--- src/sv/vwo_pkg.sv ---
// Shared types, constants and helpers for the voice waveform oscillator.
// No dependencies; imported by the interfaces and all modules of the block.
`timescale 1ns / 1ps
`default_nettype none

package vwo_pkg;

   localparam int PhaseW = 24;
   localparam int LfsrW  = 23;
   localparam int WaveW  = 12;
   localparam int FreqW  = 16;
   localparam int SelW   = 4;
   localparam int AddrW  = 5;
   localparam int DataW  = 32;

   localparam logic [PhaseW-1:0] SyncPoint = 24'h80_0000;
   localparam logic [LfsrW-1:0]  LfsrOnes  = 23'h7F_FFFF;
   localparam logic [WaveW-1:0]  WaveOnes  = 12'hFFF;

   localparam int NoiseClkBit = 19;
   localparam int LfsrTapLo   = 17;
   localparam int LfsrTapHi   = 22;

   localparam logic [2:0] RegFrequency  = 3'd0;
   localparam logic [2:0] RegPulseWidth = 3'd1;
   localparam logic [2:0] RegWaveSelect = 3'd2;
   localparam logic [2:0] RegTestBit    = 3'd3;
   localparam logic [2:0] RegSyncEnable = 3'd4;
   localparam logic [2:0] RegRingMod    = 3'd5;

   localparam int SelTriangle = 0;
   localparam int SelSaw      = 1;
   localparam int SelPulse    = 2;
   localparam int SelNoise    = 3;

   typedef struct packed {
      logic [FreqW-1:0] frequency;
      logic [WaveW-1:0] pulse_width;
      logic [SelW-1:0]  waveform_select;
      logic             test_bit;
      logic             sync_enable;
      logic             ring_mod_enable;
   } cfg_type;

   function automatic logic [WaveW-1:0] noise_bits(input logic [LfsrW-1:0] v);
      noise_bits = {v[20], v[18], v[14], v[11], v[9], v[5], v[2], v[0], 4'b0000};
   endfunction

endpackage

`default_nettype wire

--- src/sv/vwo_if.sv ---
// Valid/ready stream interfaces for the oscillator's tick and result channels.
// Depends on vwo_pkg for the field widths.
`timescale 1ns / 1ps
`default_nettype none

interface vwo_req_if
   import vwo_pkg::*;
();
   logic              valid;
   logic              ready;
   logic [PhaseW-1:0] master_phase;

   modport source (output valid, output master_phase, input ready);
   modport sink   (input valid, input master_phase, output ready);
endinterface

interface vwo_rsp_if
   import vwo_pkg::*;
();
   logic              valid;
   logic              ready;
   logic [WaveW-1:0]  wave_out;
   logic [PhaseW-1:0] phase_out;

   modport source (output valid, output wave_out, output phase_out, input ready);
   modport sink   (input valid, input wave_out, input phase_out, output ready);
endinterface

`default_nettype wire

--- src/sv/vwo_csr.sv ---
// APB-style register file holding the oscillator configuration.
// Depends on vwo_pkg for the register codes and the configuration struct.
`timescale 1ns / 1ps
`default_nettype none

module vwo_csr
   import vwo_pkg::*;
(
   input  wire logic             clock,
   input  wire logic             reset,
   input  wire logic             csr_psel,
   input  wire logic             csr_penable,
   input  wire logic             csr_pwrite,
   input  wire logic [AddrW-1:0] csr_paddr,
   input  wire logic [DataW-1:0] csr_pwdata,
   output      logic [DataW-1:0] csr_prdata,
   output      logic             csr_pready,
   output      cfg_type          cfg
);

   cfg_type    cfg_ff, cfg_in;
   logic [2:0] reg_idx;
   logic       wr_en;

   assign csr_pready = 1'b1;
   assign reg_idx    = csr_paddr[AddrW-1:2];
   assign wr_en      = csr_psel && csr_penable && csr_pwrite;
   assign cfg        = cfg_ff;

   always_comb begin
      cfg_in = cfg_ff;
      if (wr_en) begin
         case (reg_idx)
            RegFrequency:  cfg_in.frequency       = csr_pwdata[FreqW-1:0];
            RegPulseWidth: cfg_in.pulse_width     = csr_pwdata[WaveW-1:0];
            RegWaveSelect: cfg_in.waveform_select = csr_pwdata[SelW-1:0];
            RegTestBit:    cfg_in.test_bit        = csr_pwdata[0];
            RegSyncEnable: cfg_in.sync_enable     = csr_pwdata[0];
            RegRingMod:    cfg_in.ring_mod_enable = csr_pwdata[0];
            default:       cfg_in = cfg_ff;
         endcase
      end
   end

   always_comb begin
      case (reg_idx)
         RegFrequency:  csr_prdata = {{(DataW-FreqW){1'b0}}, cfg_ff.frequency};
         RegPulseWidth: csr_prdata = {{(DataW-WaveW){1'b0}}, cfg_ff.pulse_width};
         RegWaveSelect: csr_prdata = {{(DataW-SelW){1'b0}}, cfg_ff.waveform_select};
         RegTestBit:    csr_prdata = {{(DataW-1){1'b0}}, cfg_ff.test_bit};
         RegSyncEnable: csr_prdata = {{(DataW-1){1'b0}}, cfg_ff.sync_enable};
         RegRingMod:    csr_prdata = {{(DataW-1){1'b0}}, cfg_ff.ring_mod_enable};
         default:       csr_prdata = '0;
      endcase
   end

   always_ff @(posedge clock) begin
      if (reset) begin
         cfg_ff <= '0;
      end else begin
         cfg_ff <= cfg_in;
      end
   end

endmodule

`default_nettype wire

--- src/sv/vwo_core.sv ---
// Oscillator datapath: tick input register, phase/noise state, result register.
// Depends on vwo_pkg and the stream interfaces in vwo_if.sv.
`timescale 1ns / 1ps
`default_nettype none

module vwo_core
   import vwo_pkg::*;
(
   input  wire logic    clock,
   input  wire logic    reset,
   input  wire cfg_type cfg,
   vwo_req_if.sink      req_chan,
   vwo_rsp_if.source    rsp_chan
);

   logic              in_valid_ff, in_valid_in;
   logic [PhaseW-1:0] master_ff;
   logic              out_valid_ff, out_valid_in;
   logic [WaveW-1:0]  wave_ff;
   logic [PhaseW-1:0] phase_out_ff;

   logic [PhaseW-1:0] phase_ff, phase_in;
   logic [LfsrW-1:0]  lfsr_ff, lfsr_in;
   logic              bit19_ff;

   logic              req_xfer, rsp_xfer, advance, clear;
   logic [WaveW-1:0]  saw, tri_src, tri_wave, pulse, wave_in;
   logic              tri_inv;

   assign advance  = in_valid_ff && (!out_valid_ff || rsp_chan.ready);
   assign req_chan.ready = !in_valid_ff || advance;
   assign req_xfer = req_chan.valid && req_chan.ready;
   assign rsp_xfer = rsp_chan.valid && rsp_chan.ready;

   assign in_valid_in  = req_xfer ? 1'b1 : (advance ? 1'b0 : in_valid_ff);
   assign out_valid_in = advance ? 1'b1 : (rsp_xfer ? 1'b0 : out_valid_ff);

   // phase, then noise, then waveform from the new state
   assign clear    = cfg.test_bit || (cfg.sync_enable && master_ff == SyncPoint);
   assign phase_in = clear ? '0 : phase_ff + PhaseW'(cfg.frequency);

   always_comb begin
      lfsr_in = lfsr_ff;
      if (cfg.test_bit) begin
         lfsr_in = LfsrOnes;
      end else if (!bit19_ff && phase_in[NoiseClkBit]) begin
         lfsr_in = {lfsr_ff[LfsrW-2:0], lfsr_ff[LfsrTapLo] ^ lfsr_ff[LfsrTapHi]};
      end
   end

   assign saw      = phase_in[PhaseW-1 -: WaveW];
   assign tri_inv  = saw[WaveW-1] ^ (cfg.ring_mod_enable && master_ff[PhaseW-1]);
   assign tri_src  = tri_inv ? ~saw : saw;
   assign tri_wave = {tri_src[WaveW-2:0], 1'b0};
   assign pulse    = (saw > cfg.pulse_width) ? WaveOnes : '0;

   always_comb begin
      wave_in = WaveOnes;
      if (cfg.waveform_select[SelSaw]) begin
         wave_in = wave_in & saw;
      end
      if (cfg.waveform_select[SelTriangle]) begin
         wave_in = wave_in & tri_wave;
      end
      if (cfg.waveform_select[SelPulse]) begin
         wave_in = wave_in & pulse;
      end
      if (cfg.waveform_select[SelNoise]) begin
         wave_in = wave_in & noise_bits(lfsr_in);
      end
   end

   always_ff @(posedge clock) begin
      if (reset) begin
         in_valid_ff  <= 1'b0;
         out_valid_ff <= 1'b0;
         phase_ff     <= '0;
         lfsr_ff      <= LfsrOnes;
         bit19_ff     <= 1'b0;
      end else begin
         in_valid_ff  <= in_valid_in;
         out_valid_ff <= out_valid_in;
         if (advance) begin
            phase_ff <= phase_in;
            lfsr_ff  <= lfsr_in;
            bit19_ff <= phase_in[NoiseClkBit];
         end
      end
   end

   always_ff @(posedge clock) begin
      if (req_xfer) begin
         master_ff <= req_chan.master_phase;
      end
      if (advance) begin
         wave_ff      <= wave_in;
         phase_out_ff <= phase_in;
      end
   end

   assign rsp_chan.valid     = out_valid_ff;
   assign rsp_chan.wave_out  = wave_ff;
   assign rsp_chan.phase_out = phase_out_ff;

   a_lfsr_nonzero: assert property (@(posedge clock) disable iff (reset)
      lfsr_ff != '0)
      else $error("noise register reached all zeros");

   a_edge_track: assert property (@(posedge clock) disable iff (reset)
      bit19_ff == phase_ff[NoiseClkBit])
      else $error("noise clock history out of step with phase");

   a_test_preset: assert property (@(posedge clock) disable iff (reset)
      advance && cfg.test_bit |=> phase_ff == '0 && lfsr_ff == LfsrOnes)
      else $error("test did not clear phase and preset noise");

   a_phase_match: assert property (@(posedge clock) disable iff (reset)
      out_valid_ff |-> phase_out_ff == phase_ff)
      else $error("result phase differs from accumulator");

endmodule

`default_nettype wire

--- src/sv/voice_waveform_oscillator.sv ---
// Voice waveform oscillator: one tick per transfer; one tick per cycle unless
// the result channel stalls. The phase add, noise shift and waveform AND are
// combinational between the tick register and the result register.
// Synchronous reset clears the configuration and phase and presets the
// noise register to all ones; no result is pending after reset.
// Depends on vwo_pkg, vwo_if.sv, vwo_csr and vwo_core.
`timescale 1ns / 1ps
`default_nettype none

module voice_waveform_oscillator
   import vwo_pkg::*;
(
   input  wire logic             clock,
   input  wire logic             reset,
   vwo_req_if.sink               req_chan,
   vwo_rsp_if.source             rsp_chan,
   input  wire logic             csr_psel,
   input  wire logic             csr_penable,
   input  wire logic             csr_pwrite,
   input  wire logic [AddrW-1:0] csr_paddr,
   input  wire logic [DataW-1:0] csr_pwdata,
   output      logic [DataW-1:0] csr_prdata,
   output      logic             csr_pready
);

   cfg_type cfg;

   vwo_csr u_csr (
      .clock       (clock),
      .reset       (reset),
      .csr_psel    (csr_psel),
      .csr_penable (csr_penable),
      .csr_pwrite  (csr_pwrite),
      .csr_paddr   (csr_paddr),
      .csr_pwdata  (csr_pwdata),
      .csr_prdata  (csr_prdata),
      .csr_pready  (csr_pready),
      .cfg         (cfg)
   );

   vwo_core u_core (
      .clock    (clock),
      .reset    (reset),
      .cfg      (cfg),
      .req_chan (req_chan),
      .rsp_chan (rsp_chan)
   );

endmodule

`default_nettype wire
--- src/flat_wrapper.sv ---
// flat-port wrapper written by rule: the top's interface ports become plain ports
module voice_waveform_oscillator_flat import vwo_pkg::*;
  (clock, reset, csr_psel, csr_penable, csr_pwrite, csr_paddr, csr_pwdata, csr_prdata, csr_pready, req_chan_valid, req_chan_master_phase, req_chan_ready, rsp_chan_valid, rsp_chan_wave_out, rsp_chan_phase_out, rsp_chan_ready);
  vwo_req_if req_chan_i ();
  vwo_rsp_if rsp_chan_i ();
  input  wire logic clock;
  input  wire logic reset;
  input  wire logic csr_psel;
  input  wire logic csr_penable;
  input  wire logic csr_pwrite;
  input  wire logic [AddrW-1:0] csr_paddr;
  input  wire logic [DataW-1:0] csr_pwdata;
  output      logic [DataW-1:0] csr_prdata;
  output      logic csr_pready;
  input wire logic [$bits(req_chan_i.valid)-1:0] req_chan_valid;
  input wire logic [$bits(req_chan_i.master_phase)-1:0] req_chan_master_phase;
  output wire logic [$bits(req_chan_i.ready)-1:0] req_chan_ready;
  output wire logic [$bits(rsp_chan_i.valid)-1:0] rsp_chan_valid;
  output wire logic [$bits(rsp_chan_i.wave_out)-1:0] rsp_chan_wave_out;
  output wire logic [$bits(rsp_chan_i.phase_out)-1:0] rsp_chan_phase_out;
  input wire logic [$bits(rsp_chan_i.ready)-1:0] rsp_chan_ready;
  assign req_chan_i.valid = req_chan_valid;
  assign req_chan_i.master_phase = req_chan_master_phase;
  assign req_chan_ready = req_chan_i.ready;
  assign rsp_chan_valid = rsp_chan_i.valid;
  assign rsp_chan_wave_out = rsp_chan_i.wave_out;
  assign rsp_chan_phase_out = rsp_chan_i.phase_out;
  assign rsp_chan_i.ready = rsp_chan_ready;
  voice_waveform_oscillator u_core (.clock(clock), .reset(reset), .req_chan(req_chan_i), .rsp_chan(rsp_chan_i), .csr_psel(csr_psel), .csr_penable(csr_penable), .csr_pwrite(csr_pwrite), .csr_paddr(csr_paddr), .csr_pwdata(csr_pwdata), .csr_prdata(csr_prdata), .csr_pready(csr_pready));
endmodule
--- config.mk ---
export PLATFORM = sky130hd
export DESIGN_NAME = voice_waveform_oscillator_flat
export DESIGN_NICKNAME = d
export VERILOG_FILES = /design/src/sv/vwo_pkg.sv /design/src/sv/vwo_if.sv /design/src/sv/vwo_csr.sv /design/src/sv/vwo_core.sv /design/src/sv/voice_waveform_oscillator.sv /design/src/flat_wrapper.sv
export SDC_FILE = /design/constraint.sdc
export NUM_CORES = 1
export LEC_CHECK = 0
export ABC_AREA = 0
export BUFFER_PORTS_ARGS = -buffer_cell sky130_fd_sc_hd__buf_2
export CAP_MARGIN = 20
export CORE_MARGIN = 2
export CORE_UTILIZATION = 45
export CTS_CLUSTER_SIZE = 28
export DETAILED_ROUTE_END_ITERATION = 10
export PLACE_DENSITY = 0.67
export SLEW_MARGIN = 30
export SYNTH_ARGS = -nofsm -noshare
export SYNTH_HDL_FRONTEND = slang
export SYNTH_SLANG_ARGS = --single-unit
--- constraint.sdc ---
create_clock -name clock -period 4.7 [get_ports clock]
set_clock_uncertainty 0.05 [all_clocks]
set_input_delay 1.175 -clock clock [delete_from_list [all_inputs] [get_ports clock]]
set_output_delay 1.175 -clock clock [all_outputs]
set_load 0.01 [all_outputs]
==> out/results.txt, run 1 <==
The path class of the tightest hold or removal check is flop to flop. The most used standard cell by instance count after synthesis was sky130_fd_sc_hd__nand2_1. From synthesis to final layout, the design area changed by 18.4%.

The number of gates resized after CTS was 0. After detailed routing, the number of remaining DRC violations is 0. For this configuration, the core starts out at a cell density of 46.3%. The share of synthesized registers carrying an async set or reset works out to 0%.

Met3 demand-to-capacity share in global routing: 5.99%. The area of all placed cells without fillers was 8370 sq um; the site row count was 45. CTS built an H-tree with a depth of 4. Cells with a size suffix above 1 make up 20.1% of the layout. The worst setup margin was 0.330 ns; the final critical-path share of the clock period was 93.0%. The count of endpoints failing setup in the final report was 0; the number of cells traversed by the worst register-to-register path was 19. The kind of critical path is flop to flop.

The worst hold path terminates at u_core.u_core.phase_ff[6]. Summed over its instances, the top area cell type makes up 25.5% of the synthesized netlist area. The placed wire-length estimate is 11.5 mm. STA classifies the critical path startpoint as a flop.

In the synthesized netlist, the number of instances is 752. Synthesized-area fraction occupied by ao, oa, aoi and oai cells: 15.2%. The transition time at the pin with the least slew margin works out to 0.928 ns. Headroom to the max-slew limit came out at 38.2%. The clock drives 144 sinks. The tools report the number of top-level pins as 139. TritonCTS built the clock tree.

For the worst setup path, the data required time is 4.90 ns. The count of nets left with antenna violations once routing finished came out at 0. The number of buffer cells added on primary ports was 103. After synthesis, the netlist uses 65 different library cells. The run gives 340 as the initial DRC count.

Power spread over the standard cell area amounts to 342 nW/um^2. The detailed-routing iteration count for the pre-antenna-repair pass was 4; the number of buffers added by the clock tree synthesis step was 17. The tools report the critical register-to-register path endpoint as u_core.u_core.rsp_chan.wave_out[2].

After synthesis the netlist holds a flip-flop and latch count of 144. The layout net count was 949. In the final routed layout, each cell accounts on average for 15.0 um. For the overall overflow remaining after global route, the log shows 0. The number of vias per cell after detailed routing came out at 5.13. For this run, the top clock speed supported by timing is 229 MHz. From bottom edge to top edge, the die measures 129 um.

The reg-to-reg startpoint is u_core.u_csr.cfg[19]. In the global route stage, overall resource usage came out at 20.3%. The global-route wire length before repair came out at 26.0 mm. The synthesized netlist devotes 3.33% of its cell area to XOR and XNOR gates. The routed design has 16.1 mm of wire. The run gives 0 as the final-report max-slew violation count.

For this design, the CTS-stage hold fixing added 0 buffers. The worst register-to-register path has a setup slack of 0.33 ns. Once the clock tree was built, the setup fixing pass inserted 0 buffers.

After synthesis, the largest family of logic cells by area is simple AND/OR/NAND/NOR gates. Setup repair after global routing left no endpoint under its margin. Global routing used 27.9% of the available met1 tracks.

The logs give 1 for the initial antenna violation count and 2 for the maximum number of buffers from clock root to sink. The worst hold path cell count was 2; the adder-cell area share of the yosys netlist was 5.24%. Sorting the synthesized cells by area gives the leading types as sky130_fd_sc_hd__edfxtp_1, sky130_fd_sc_hd__dfxtp_1, sky130_fd_sc_hd__nand2_1. The tools report the via count of the first global-routing pass as 5112. The worst hold path begins at u_core.u_core.phase_ff[6].

After clock tree synthesis, the clock-pin slew on the worst setup and hold paths is 0.06 ns. For this run, the number of Yosys warnings is 0. The minimum clock period after layout was 4.37 ns; the placeable core region was 15300 sq um. The hold violation count in the final report was 0; the largest vdd supply drop was 240 uV. The most heavily used metal layer in global routing is met2. Counting flops with a built-in enable in the synthesized netlist gives 60. The analysis attributes to cell leakage a power of 3.34 nW. After synthesis, the mean cell area works out to 9.40 sq um. The multiplexer area fraction after synthesis works out to 3.21%. Before CTS, the worst setup slack after placement is 0.419 ns.

Sequential cells were found to cover 49.3% of the synthesized design area. For the worst-skew pair, the clock arrives at the later sink with an insertion delay of 0.43 ns. The floorplan step defined a die boundary enclosing 16700 sq um. In the synthesized netlist the dominant register cell turns out to be sky130_fd_sc_hd__dfxtp_1.

Maximum fanout count along the critical path: 7. Measured along the x axis, the die boundary spans 129 um. Global routing consumed, on the met2 layer, 30.7% of the routing resources.

Entering global routing, the biggest net connects 58 pins. Root buffer cell: sky130_fd_sc_hd__clkbuf_16. The largest total area in the synthesized netlist belongs to sky130_fd_sc_hd__edfxtp_1. Data on the critical path arrives at its endpoint at 4.57 ns.

After detailed placement, the total cell area comes to 7750 sq um. The netlist area before placement was 7070 sq um. The flow ran to the end, and the final reports show no timing, DRC or antenna violations. The last weighted congestion value of the routability-driven placer is 0.884, and the summed negative setup slack over all endpoints is 0 ns. Across the run, the number of max-cap violations was 0.

For this block, the via count after detailed routing is 5522. Ranked by instance count, the synthesized netlist is headed by sky130_fd_sc_hd__nand2_1, sky130_fd_sc_hd__dfxtp_1, sky130_fd_sc_hd__a21oi_1. Simple-gate area share of the yosys netlist: 18.7%.

The worst setup path is captured at a flop.
[where the power goes]
part	leakage, nW	total (mW)	switching, mW	internal (mW)
clock network	0.298	1.40	0.502	0.900
registers	1.21	1.34	0.00875	1.33
logic	1.83	0.118	0.0765	0.0417
total	3.34	2.86	0.587	2.27
[kinds of logic (layout without fill, tap and decap cells)]
| kind of cell | count (synthesis) | in the layout |
|---|---|---|
| other | 2 | 18 |
| AO/OA/AOI/OAI | 162 | 162 |
| AND/OR/NAND/NOR | 294 | 294 |
| flip-flops | 144 | 144 |
| adder cells (fa/ha/maj) | 29 | 29 |
| buffers and inverters | 73 | 171 |
| XOR/XNOR | 26 | 26 |
| multiplexers | 22 | 22 |
[cell type report]
| cell class | count | area (sq um) |
|---|---|---|
| clock buffer | 22 | 454 |
| antenna | 1 | 2.50 |
| tap | 211 | 264 |
| clock inverter | 10 | 160 |
| fill | 1397 | 6890 |
| timing repair buffer | 117 | 621 |
| multi-input combinational | 550 | 3300 |
| inverter | 22 | 82.6 |
| sequential | 144 | 3480 |
[per-stage QoR]
| stage | hold slack [ns] | cells | total power, mW | util, % |
|---|---|---|---|---|
| 4_1_cts | 0.410 | 1076 | 2.89 | 54.8 |
| 5_1_grt | 0.428 | 1076 | 2.96 | 54.8 |
| 2_1_floorplan | 0.390 | 767 | 1.44 | - |
| 6_report | 0.410 | 1077 | 2.86 | 54.8 |
| 3_5_place_dp | 0.403 | 1044 | 1.48 | 50.8 |
| 3_3_place_gp | 0.397 | 1044 | 1.48 | 50.7 |
[registers in the layout, indices dropped and copies added, names as in the netlist]
register / cells
u_core.u_core.in_valid_ff: 1
u_core.u_core.lfsr_ff: 23
u_core.u_core.master_ff: 24
u_core.u_core.phase_ff: 24
u_core.u_core.rsp_chan.phase_out: 24
u_core.u_core.rsp_chan.valid: 1
u_core.u_core.rsp_chan.wave_out: 12
u_core.u_csr.cfg: 35
[how the worst max path moves through the flow]
stage                              start                                  end  slack, ns  cells after the start
CTS                 u_core.u_csr.cfg[19]   u_core.u_core.rsp_chan.wave_out[2]       0.39                     19
finish              u_core.u_csr.cfg[19]   u_core.u_core.rsp_chan.wave_out[2]       0.33                     19
floorplan           u_core.u_csr.cfg[19]   u_core.u_core.rsp_chan.wave_out[2]       0.68                     18
global placement    u_core.u_csr.cfg[19]  u_core.u_core.rsp_chan.wave_out[10]       0.51                     19
global route        u_core.u_csr.cfg[19]   u_core.u_core.rsp_chan.wave_out[2]       0.08                     19
detailed placement  u_core.u_csr.cfg[19]   u_core.u_core.rsp_chan.wave_out[2]       0.42                     19
[critical path, stage by stage (launching register included)]
cell                       delay (ns)
sky130_fd_sc_hd__dfxtp_1         0.39
sky130_fd_sc_hd__ha_1            0.23
sky130_fd_sc_hd__inv_1           0.07
sky130_fd_sc_hd__fa_1            0.37
sky130_fd_sc_hd__nor2b_1         0.21
sky130_fd_sc_hd__o31a_1          0.21
sky130_fd_sc_hd__o211ai_1        0.14
sky130_fd_sc_hd__a21oi_2         0.24
sky130_fd_sc_hd__a21oi_2         0.13
sky130_fd_sc_hd__or3_1           0.36
sky130_fd_sc_hd__a21oi_1         0.36
sky130_fd_sc_hd__ha_1            0.19
sky130_fd_sc_hd__nand4_1         0.12
sky130_fd_sc_hd__nor2_1          0.16
sky130_fd_sc_hd__o21ai_0         0.11
sky130_fd_sc_hd__nand4b_1        0.09
sky130_fd_sc_hd__o21ai_1         0.11
sky130_fd_sc_hd__or2_2           0.34
sky130_fd_sc_hd__o21bai_1        0.17
sky130_fd_sc_hd__a21oi_1         0.15
[routing by layer]
metal	routed length, um	part of all wire [%]
met3	1080	6.7
met5	0	0
met4	294	1.8
met1	7550	47
met2	7180	45
[cells in the final DEF (no fill, tap or decap), drive strengths merged, types with 11 or more instances in the layout]
| cell | Yosys | final |
|---|---|---|
| nor3 | 26 | 26 |
| nor2b | 11 | 11 |
| o21bai | 17 | 17 |
| mux2i | 20 | 20 |
| xor2 | 16 | 16 |
| conb | 2 | 17 |
| o21ai | 15 | 15 |
| inv | 22 | 22 |
| nor2 | 72 | 72 |
| nand2 | 130 | 130 |
| buf | 25 | 117 |
| edfxtp | 60 | 60 |
| a21oi | 77 | 77 |
| dfxtp | 84 | 84 |
| ha | 28 | 28 |
| nand2b | 12 | 12 |
| clkbuf | 26 | 22 |
(Power assumes the default switching activity.)
==> run 2: changes to the inputs <==
--- a/config.mk
+++ b/config.mk
@@ -14,3 +14,3 @@
 export DETAILED_ROUTE_END_ITERATION = 10
-export PLACE_DENSITY = 0.67
+export PLACE_DENSITY = 0.7
 export SLEW_MARGIN = 30
==> constraint.sdc (replaced) <==
create_clock -name clock -period 3.7 [get_ports clock]
set_clock_uncertainty 0.05 [all_clocks]
set_input_delay 0.925 -clock clock [delete_from_list [all_inputs] [get_ports clock]]
set_output_delay 0.925 -clock clock [all_outputs]
set_load 0.005 [all_outputs]
==> run 2 against run 1 <==
  * The run now ends with negative setup slack left
  * Hold slack lost 0.00068 ns
  * Clock power grew 34%
  * Fmax grew 14%
  * Largest power group unchanged
==> out/results.txt, run 2 (synthesized netlist as in run 1, its figures left out) <==
The worst hold path belongs to the class flop to flop. Reg-to-reg startpoint: u_core.u_core.phase_ff[0]. The kind of critical path was flop to flop. For the total number of clock tree sinks, the log shows 144 (unchanged). The overall overflow remaining after global route is 0 (unchanged), and the final hold slack is 0.409 ns (-0.000681 ns).

The power per unit of standard cell area was 424 nW/um^2 (+24%). The placeable core region was 15300 sq um (unchanged); the placed instance area was 8040 sq um (+3.7%). The tools report the worst setup slack for register-to-register paths as -0.12 ns (-0.45 ns). The most common cell after layout, fill and taps aside is sky130_fd_sc_hd__nand2_1. The worst endpoint data arrival time came out at 3.95 ns (-0.62 ns). For the H-tree level count, the log shows 4 (unchanged). The tools report the maximum number of pins on one net before global-route repair as 47 (-19%).

The number of top-level pins came out at 139 (unchanged). In this run the most critical hold path is launched from u_core.u_core.phase_ff[12]. The maximum fanout count along the critical path is 7 (unchanged). The tools report the via count of the first global-routing pass as 5299 (+3.7%). The last weighted congestion value of the routability-driven placer was 0.873 (-1.3%); the worst hold path cell count was 2 (unchanged).

For the detailed-routing iteration count for the pre-antenna-repair pass, the log shows 4 (unchanged). The tools report the layout net count as 984 (+3.7%). The setup slack after placement was -0.140 ns (-0.559 ns). The initial antenna violation count is 0 (-1), and the final antenna-violating net count is 0 (unchanged). The area growth from synthesis to final layout is 24.2%, and the transition time at the pin with the least slew margin is 0.822 ns (-0.105 ns). The global-route wire length before repair is 26.9 mm (+3.3%), and the final critical-path share of the clock period is 103% (+10 points). The height of the chip is 129 um (unchanged).

STA classifies the critical path startpoint as a flop. The number of flip-flops under the largest register name works out to 35 (unchanged). Endpoint kind of the worst setup timing path: a flop. The count of antenna diodes in the layout came out at 0 (-1). For the largest vdd supply drop, the log shows 340 uV (+42%). For the site row count, the log shows 45 (unchanged). The logs give 2 (unchanged) for the maximum number of buffers from clock root to sink and 11 (+11) for the count of endpoints failing setup in the final report. The number of cells in the finished layout apart from fillers was 1111 (+3.2%); the clock-pin slew on the worst setup and hold paths was 0.06 ns (about the same). The checks that failed: negative setup slack. TritonCTS built the clock tree. The fraction of final layout cells with drive strength greater than 1 was 25.2% (+5.1 points); the core utilization of the finished layout was 57.5% (+2.7 points). For the initial DRC count, the log shows 330 (-2.9%). The total number of vias is 5762 (+4.3%), and the aggregate global-route resource usage is 21.1% (+0.76 points). The endpoint required time on the critical path is 3.83 ns (-1.07 ns), and the total leakage power is 3.54 nW (+5.9%). Area of all placed cells without fillers: 8780 sq um (+4.9%).

The number of vias per cell after detailed routing is 5.19 (+1.2%). The wire length per cell after detailed routing works out to 15.2 um (+1.4%). The root buffer cell was sky130_fd_sc_hd__clkbuf_16. The flow ran to the end, but the final reports show violations. The placed wire-length estimate was 12.0 mm (+4.9%); the minimum clock period after layout was 3.82 ns (-0.548 ns).

The library cells used most frequently in the layout, excluding fill and tap cells, are sky130_fd_sc_hd__nand2_1, sky130_fd_sc_hd__buf_2, sky130_fd_sc_hd__dfxtp_1. The highest attainable clock frequency was 262 MHz (+14%). Setup repair after global routing could not meet its margin everywhere. The starting density of the core is 46.3% (unchanged), and the detailed-route DRC error count is 0 (unchanged).

The tools report the die outline area as 16700 sq um (unchanged). The cell total after placement is 1077 (+3.2%). Horizontal die dimension: 129 um (unchanged).

The max-cap violation count is 0 (unchanged), and the number of buffer cells added on primary ports is 103 (unchanged). The tools report the critical register-to-register path endpoint as u_core.u_core.rsp_chan.wave_out[5]. For hold timing, the worst endpoint is u_core.u_core.phase_ff[12]. For the worst max-slew margin expressed relative to the limit, the log shows 45.2% (+7.0 points). The final-report max-slew violation count is 0 (unchanged). The hold violation count in the final report is 0 (unchanged), and the number of cells traversed by the worst register-to-register path is 19 (unchanged).

The worst setup margin came out at -0.121 ns (-0.452 ns). The worst-skew pair later-pin latency came out at 0.43 ns (about the same). The number of buffers added by the clock tree synthesis step is 17 (unchanged), and the routed wire length is 16.8 mm (+4.6%).
## run 2: changes by cell type in the layout (fill, tap and decap cells not counted), sizes merged
cell      before  now
clkinvlp       1    2
diode          1    0
clkbuf        22   20
buf          117  152
bufinv         4    5
## run 2: routing by layer
| layer | vias up | track usage, % | wire length, um |
|---|---|---|---|
| li1 | 2870 | - | - |
| met1 | 2717 | 28.9 | 7900 |
| met2 | 151 | 31.6 | 7600 |
| met3 | 24 | 5.99 | 1060 |
| met4 | 0 | 8.25 | 271 |
| met5 | - | 0 | 0 |
## run 2: timing repair
action | 4_1_cts | 5_1_grt
setup buffers | 0 | 2
hold buffers | 0 | 0
setup endpoints to repair | 12 | 12
pin swaps | 10 | 7
resized for setup | 7 | 9
## run 2: power by group
| part | switching (mW) | internal [mW] | leakage, nW | total, mW |
|---|---|---|---|---|
| clock | 0.647 | 1.22 | 0.306 | 1.87 |
| sequential | 0.0110 | 1.69 | 1.22 | 1.70 |
| combinational | 0.0923 | 0.0573 | 2.02 | 0.150 |
## run 2: worst max path at each step
stage / end / slack [ns] / start / depth (start not counted)
global placement: u_core.u_core.rsp_chan.wave_out[9] / -0.06 / u_core.u_core.phase_ff[0] / 19
global route: u_core.u_core.rsp_chan.wave_out[2] / -0.29 / u_core.u_core.phase_ff[0] / 19
floorplan: u_core.u_core.rsp_chan.wave_out[2] / 0.02 / u_core.u_core.phase_ff[0] / 18
finish: u_core.u_core.rsp_chan.wave_out[5] / -0.12 / u_core.u_core.phase_ff[0] / 19
CTS: u_core.u_core.rsp_chan.wave_out[2] / -0.09 / u_core.u_core.phase_ff[0] / 19
detailed placement: u_core.u_core.rsp_chan.wave_out[5] / -0.14 / u_core.u_core.phase_ff[0] / 19
## run 2: per-stage QoR
step / power, mW / TNS, ns
floorplan: 1.82 / 0
global placement: 1.88 / -0.468
detailed placement: 1.88 / -1.17
CTS: 3.75 / -0.617
global route: 3.83 / -2.89
finish: 3.72 / -1.03
## run 2: worst max-delay path: stages (launching register included)
cell and delay (ns):
sky130_fd_sc_hd__dfxtp_2 0.36, sky130_fd_sc_hd__ha_4 0.14, sky130_fd_sc_hd__inv_2 0.03, sky130_fd_sc_hd__fa_2 0.34
sky130_fd_sc_hd__nor2b_2 0.14, sky130_fd_sc_hd__o31a_1 0.17, sky130_fd_sc_hd__o211ai_1 0.12, sky130_fd_sc_hd__a21oi_2 0.28
sky130_fd_sc_hd__a21oi_4 0.12, sky130_fd_sc_hd__or3_4 0.34, sky130_fd_sc_hd__a21oi_2 0.20, sky130_fd_sc_hd__ha_1 0.27
sky130_fd_sc_hd__nand4_1 0.10, sky130_fd_sc_hd__nor2_1 0.06, sky130_fd_sc_hd__o21ai_1 0.09, sky130_fd_sc_hd__nand4b_1 0.16
sky130_fd_sc_hd__o21ai_4 0.23, sky130_fd_sc_hd__buf_6 0.16, sky130_fd_sc_hd__a31oi_1 0.05, sky130_fd_sc_hd__o221a_2 0.17
## run 2: cell type report
type | instances | area [sq um]
Clock buffer | 20 | 457
Fill cell | 1359 | 6480
Inverter | 22 | 82.6
Tap cell | 211 | 264
Sequential cell | 144 | 3490
Clock inverter | 12 | 189
Timing Repair Buffer | 152 | 900
Multi-Input combinational cell | 550 | 3400
==> run 3: changes to the inputs <==
Settings changed: CORE_ASPECT_RATIO set to 0.7, PLACE_DENSITY 0.7 to 0.8.
==> run 3 against run 2 <==
  * The flow still finishes with violations (negative setup slack)
  * Via count grew 5.0%
  * Design area grew 0.90%
  * Sequential share of layout area shrank 0.35 points
  * Register-to-register slack worse by 0.18 ns
  * Critical path depth decreased by 2
  * Flip-flop and latch count unchanged
  * Global-route usage grew 0.24 points
  * Clock power down 12%
==> out/results.txt, run 3 (synthesized netlist as in run 1, its figures left out) <==
For the met2 layer usage reported by global route, the log shows 30.1% (-1.5 points). The power per unit of standard cell area was 394 nW/um^2 (-7.0%); the count of endpoints failing setup in the final report was 12 (+1). The via count of the first global-routing pass was 5413 (+2.2%).

The worst setup path is of the flop to flop kind. The max-cap violation count is 0 (unchanged). The run gives 144 (unchanged) as the total number of clock tree sinks. The hold violation count in the final report was 0 (unchanged); the final-report max-slew violation count was 0 (unchanged). The tools report the die outline area as 16700 sq um (about the same).

The run gives 27.7 mm (+3.2%) as the global-route wire length before repair. The worst hold path belongs to the class flop to flop. The fraction of final layout cells with drive strength greater than 1 works out to 27.3% (+2.1 points). For the number of cells in the finished layout apart from fillers, the log shows 1122 (+0.99%).

Hold buffer count at cts: 0 (unchanged). The worst setup path is launched from a flop. The number of buffer cells added on primary ports was 103 (unchanged).

Met1 track utilization from global routing: 31.3% (+2.4 points). The worst max-slew margin expressed relative to the limit is 47.6% (+2.4 points), and the total number of vias is 6051 (+5.0%). Cell with the largest stage delay on the worst path: sky130_fd_sc_hd__dfxtp_1. In this run the critical register-to-register path is launched from u_core.u_core.phase_ff[1]. The starting density of the core is 45.9% (-0.44 points). The number of cells traversed by the worst register-to-register path was 17 (-2); the maximum number of pins on one net before global-route repair was 53 (+13%). The detailed-route DRC error count is 0 (unchanged), and the last weighted congestion value of the routability-driven placer is 0.877 (+0.47%).

The tools report the number of top-level pins as 139 (unchanged). The run gives 1006 (+2.2%) as the layout net count. The endpoint required time on the critical path is 3.92 ns (+0.09 ns), and the cell total after placement is 1073 (-0.37%). The checks that failed: negative setup slack.

The transition time at the pin with the least slew margin is 0.786 ns (-0.0363 ns). The critical register-to-register path endpoint was u_core.u_core.rsp_chan.wave_out[2]. The tools report the largest vdd supply drop as 311 uV (-8.6%). Total power of the final layout: 3.49 mW (-6.2%). The tools report the total leakage power as 3.63 nW (+2.7%).

The maximum fanout count along the critical path is 7 (unchanged), and the multi-input gate area in the final layout is 3390 sq um (-0.15%). Highest attainable clock frequency: 250 MHz (-4.4%). The area of all placed cells without fillers is 8860 sq um (+0.90%). Final antenna-violating net count: 0 (unchanged). The wire length per cell after detailed routing is 15.9 um (+5.0%), and the worst setup slack for register-to-register paths is -0.30 ns (-0.18 ns).

Root buffer cell: sky130_fd_sc_hd__clkbuf_16. The placeable core region is 15400 sq um (+0.96%). The minimum clock period after layout is 4.00 ns (+0.178 ns). Setup repair after global routing could not meet its margin everywhere. Among the stages of the critical path, the cell type that occurs most often is sky130_fd_sc_hd__a21oi_2. The routed wire length is 17.9 mm (+6.0%), and the H-tree level count is 4 (unchanged). From synthesis to final layout, the design area changed by 25.4%. The worst hold path cell count was 2 (unchanged). The critical hold path startpoint is u_core.u_core.phase_ff[8]. The initial antenna violation count was 0 (unchanged); the final critical-path share of the clock period was 108% (+4.8 points). Traced cell by cell, the critical path runs through inv_1 -> fa_2 -> nor2b_4 -> o31a_1 -> o211ai_1 -> a21oi_2 -> a21oi_4 -> or3_1 -> a21oi_2 -> ha_1 -> nand4_1 -> buf_4 -> nor2_1 -> o21ai_4 -> or2_4 -> o21bai_4 -> a21oi_2.

Height of the chip: 109 um (-16%). The path with the worst hold slack has its endpoint at u_core.u_core.phase_ff[8]. The worst-skew pair later-pin latency was 0.43 ns (about the same). The aggregate global-route resource usage is 21.3% (+0.24 points), and the count of antenna diodes in the layout is 0 (unchanged).

The run gives 17 (unchanged) as the number of buffers added by the clock tree synthesis step. TritonCTS built the clock tree. The logs give 12.6 mm (+5.0%) for the placed wire-length estimate and 1335 (-1.8%) for the number of fill cells in the layout. STA classifies the critical path endpoint as a flop.

The horizontal die dimension was 154 um (+19%); the number of flip-flops under the largest register name was 35 (unchanged). For the area of all sequential standard cells, the log shows 3490 sq um (unchanged). The run gives 581 (+76%) as the initial DRC count. In this run the most used layer during global routing was met1. The number of buffer and inverter instances along the worst setup path works out to 2 (unchanged). The run gives 0 (unchanged) as the overall overflow remaining after global route.

The placed instance area was 8080 sq um (+0.58%). In this design, the largest share of critical-path delay is due to compound AO/OA/AOI/OAI gates. The top cell types in the final layout, fill and taps aside, are sky130_fd_sc_hd__nand2_1, sky130_fd_sc_hd__buf_2, sky130_fd_sc_hd__dfxtp_1. The delay contributed by the slowest stage of the critical path was 0.42 ns (+0.06 ns).

The tools report the maximum number of buffers from clock root to sink as 2 (unchanged). The site row count is 38 (-16%). The flow ran to the end, but the final reports show violations.

The logs give 6.48% (+0.49 points) for the met3 demand-to-capacity share in global routing and -3.13 ns (-2.10 ns) for the summed negative setup slack over all endpoints. The number of vias per cell after detailed routing was 5.39 (+4.0%). The logs give 5 (+1) for the detailed-routing iteration count for the pre-antenna-repair pass and 4.22 ns (+0.27 ns) for the worst endpoint data arrival time. The worst setup margin is -0.299 ns (-0.178 ns).

The clock-pin slew on the worst setup and hold paths works out to 0.07 ns (about the same). The most common cell after layout, fill and taps aside is sky130_fd_sc_hd__nand2_1.
-- run 3: area by class of cell --
type	instances	area share, %
Sequential cell	144	39.4
Multi-Input combinational cell	550	38.3
Timing Repair Buffer	174	12.2
Clock buffer	17	4.80
Tap cell	200	2.83
Clock inverter	15	1.54
Inverter	22	0.932
-- run 3: worst max-delay path by stage --
stage,startpoint,end,slack [ns],cells after the start
2_1_floorplan,u_core.u_core.phase_ff[0],u_core.u_core.rsp_chan.wave_out[2],0.02,18
3_3_place_gp,u_core.u_core.phase_ff[0],u_core.u_core.rsp_chan.wave_out[2],-0.16,19
3_5_place_dp,u_core.u_core.phase_ff[0],u_core.u_core.rsp_chan.wave_out[2],-0.18,19
4_1_cts,u_core.u_csr.cfg[19],u_core.u_core.rsp_chan.wave_out[2],-0.14,19
5_1_grt,u_core.u_csr.cfg[19],u_core.u_core.rsp_chan.wave_out[2],-0.44,21
6_report,u_core.u_core.phase_ff[1],u_core.u_core.rsp_chan.wave_out[2],-0.30,17
-- run 3: layer usage --
metal	routed length [um]	vias to the layer above
met5	0	-
met4	145	0
met3	1730	13
met2	7610	246
met1	8370	2867
li1	-	2925
-- run 3: per-stage QoR --
step	hold WS (ns)	utilization, %	setup slack [ns]
floorplan	0.390	-	0.0152
global placement	0.396	52.5	-0.160
detailed placement	0.405	52.5	-0.185
CTS	0.414	56.9	-0.145
global route	0.433	57.5	-0.439
finish	0.420	57.5	-0.299
-- run 3: power by group --
group / internal [mW] / switching, mW / total (mW) / leakage (nW)
logic: 0.0588 / 0.0949 / 0.154 / 2.14
clock network: 0.891 / 0.745 / 1.64 / 0.278
registers: 1.69 / 0.0117 / 1.70 / 1.22
total: 2.64 / 0.852 / 3.49 / 3.63
-- run 3: worst min-delay path, cell delays in order, from the launching register on --
cell                      delay, ns
sky130_fd_sc_hd__dfxtp_1       0.32
sky130_fd_sc_hd__nand2_1       0.05
sky130_fd_sc_hd__a21oi_1       0.05
-- run 3: timing repair --
item / 4_1_cts / 5_1_grt
setup endpoints to repair: 12 / 12
setup buffers: 10 / 8
pin swaps: 15 / 17
gates resized for setup: 9 / 8
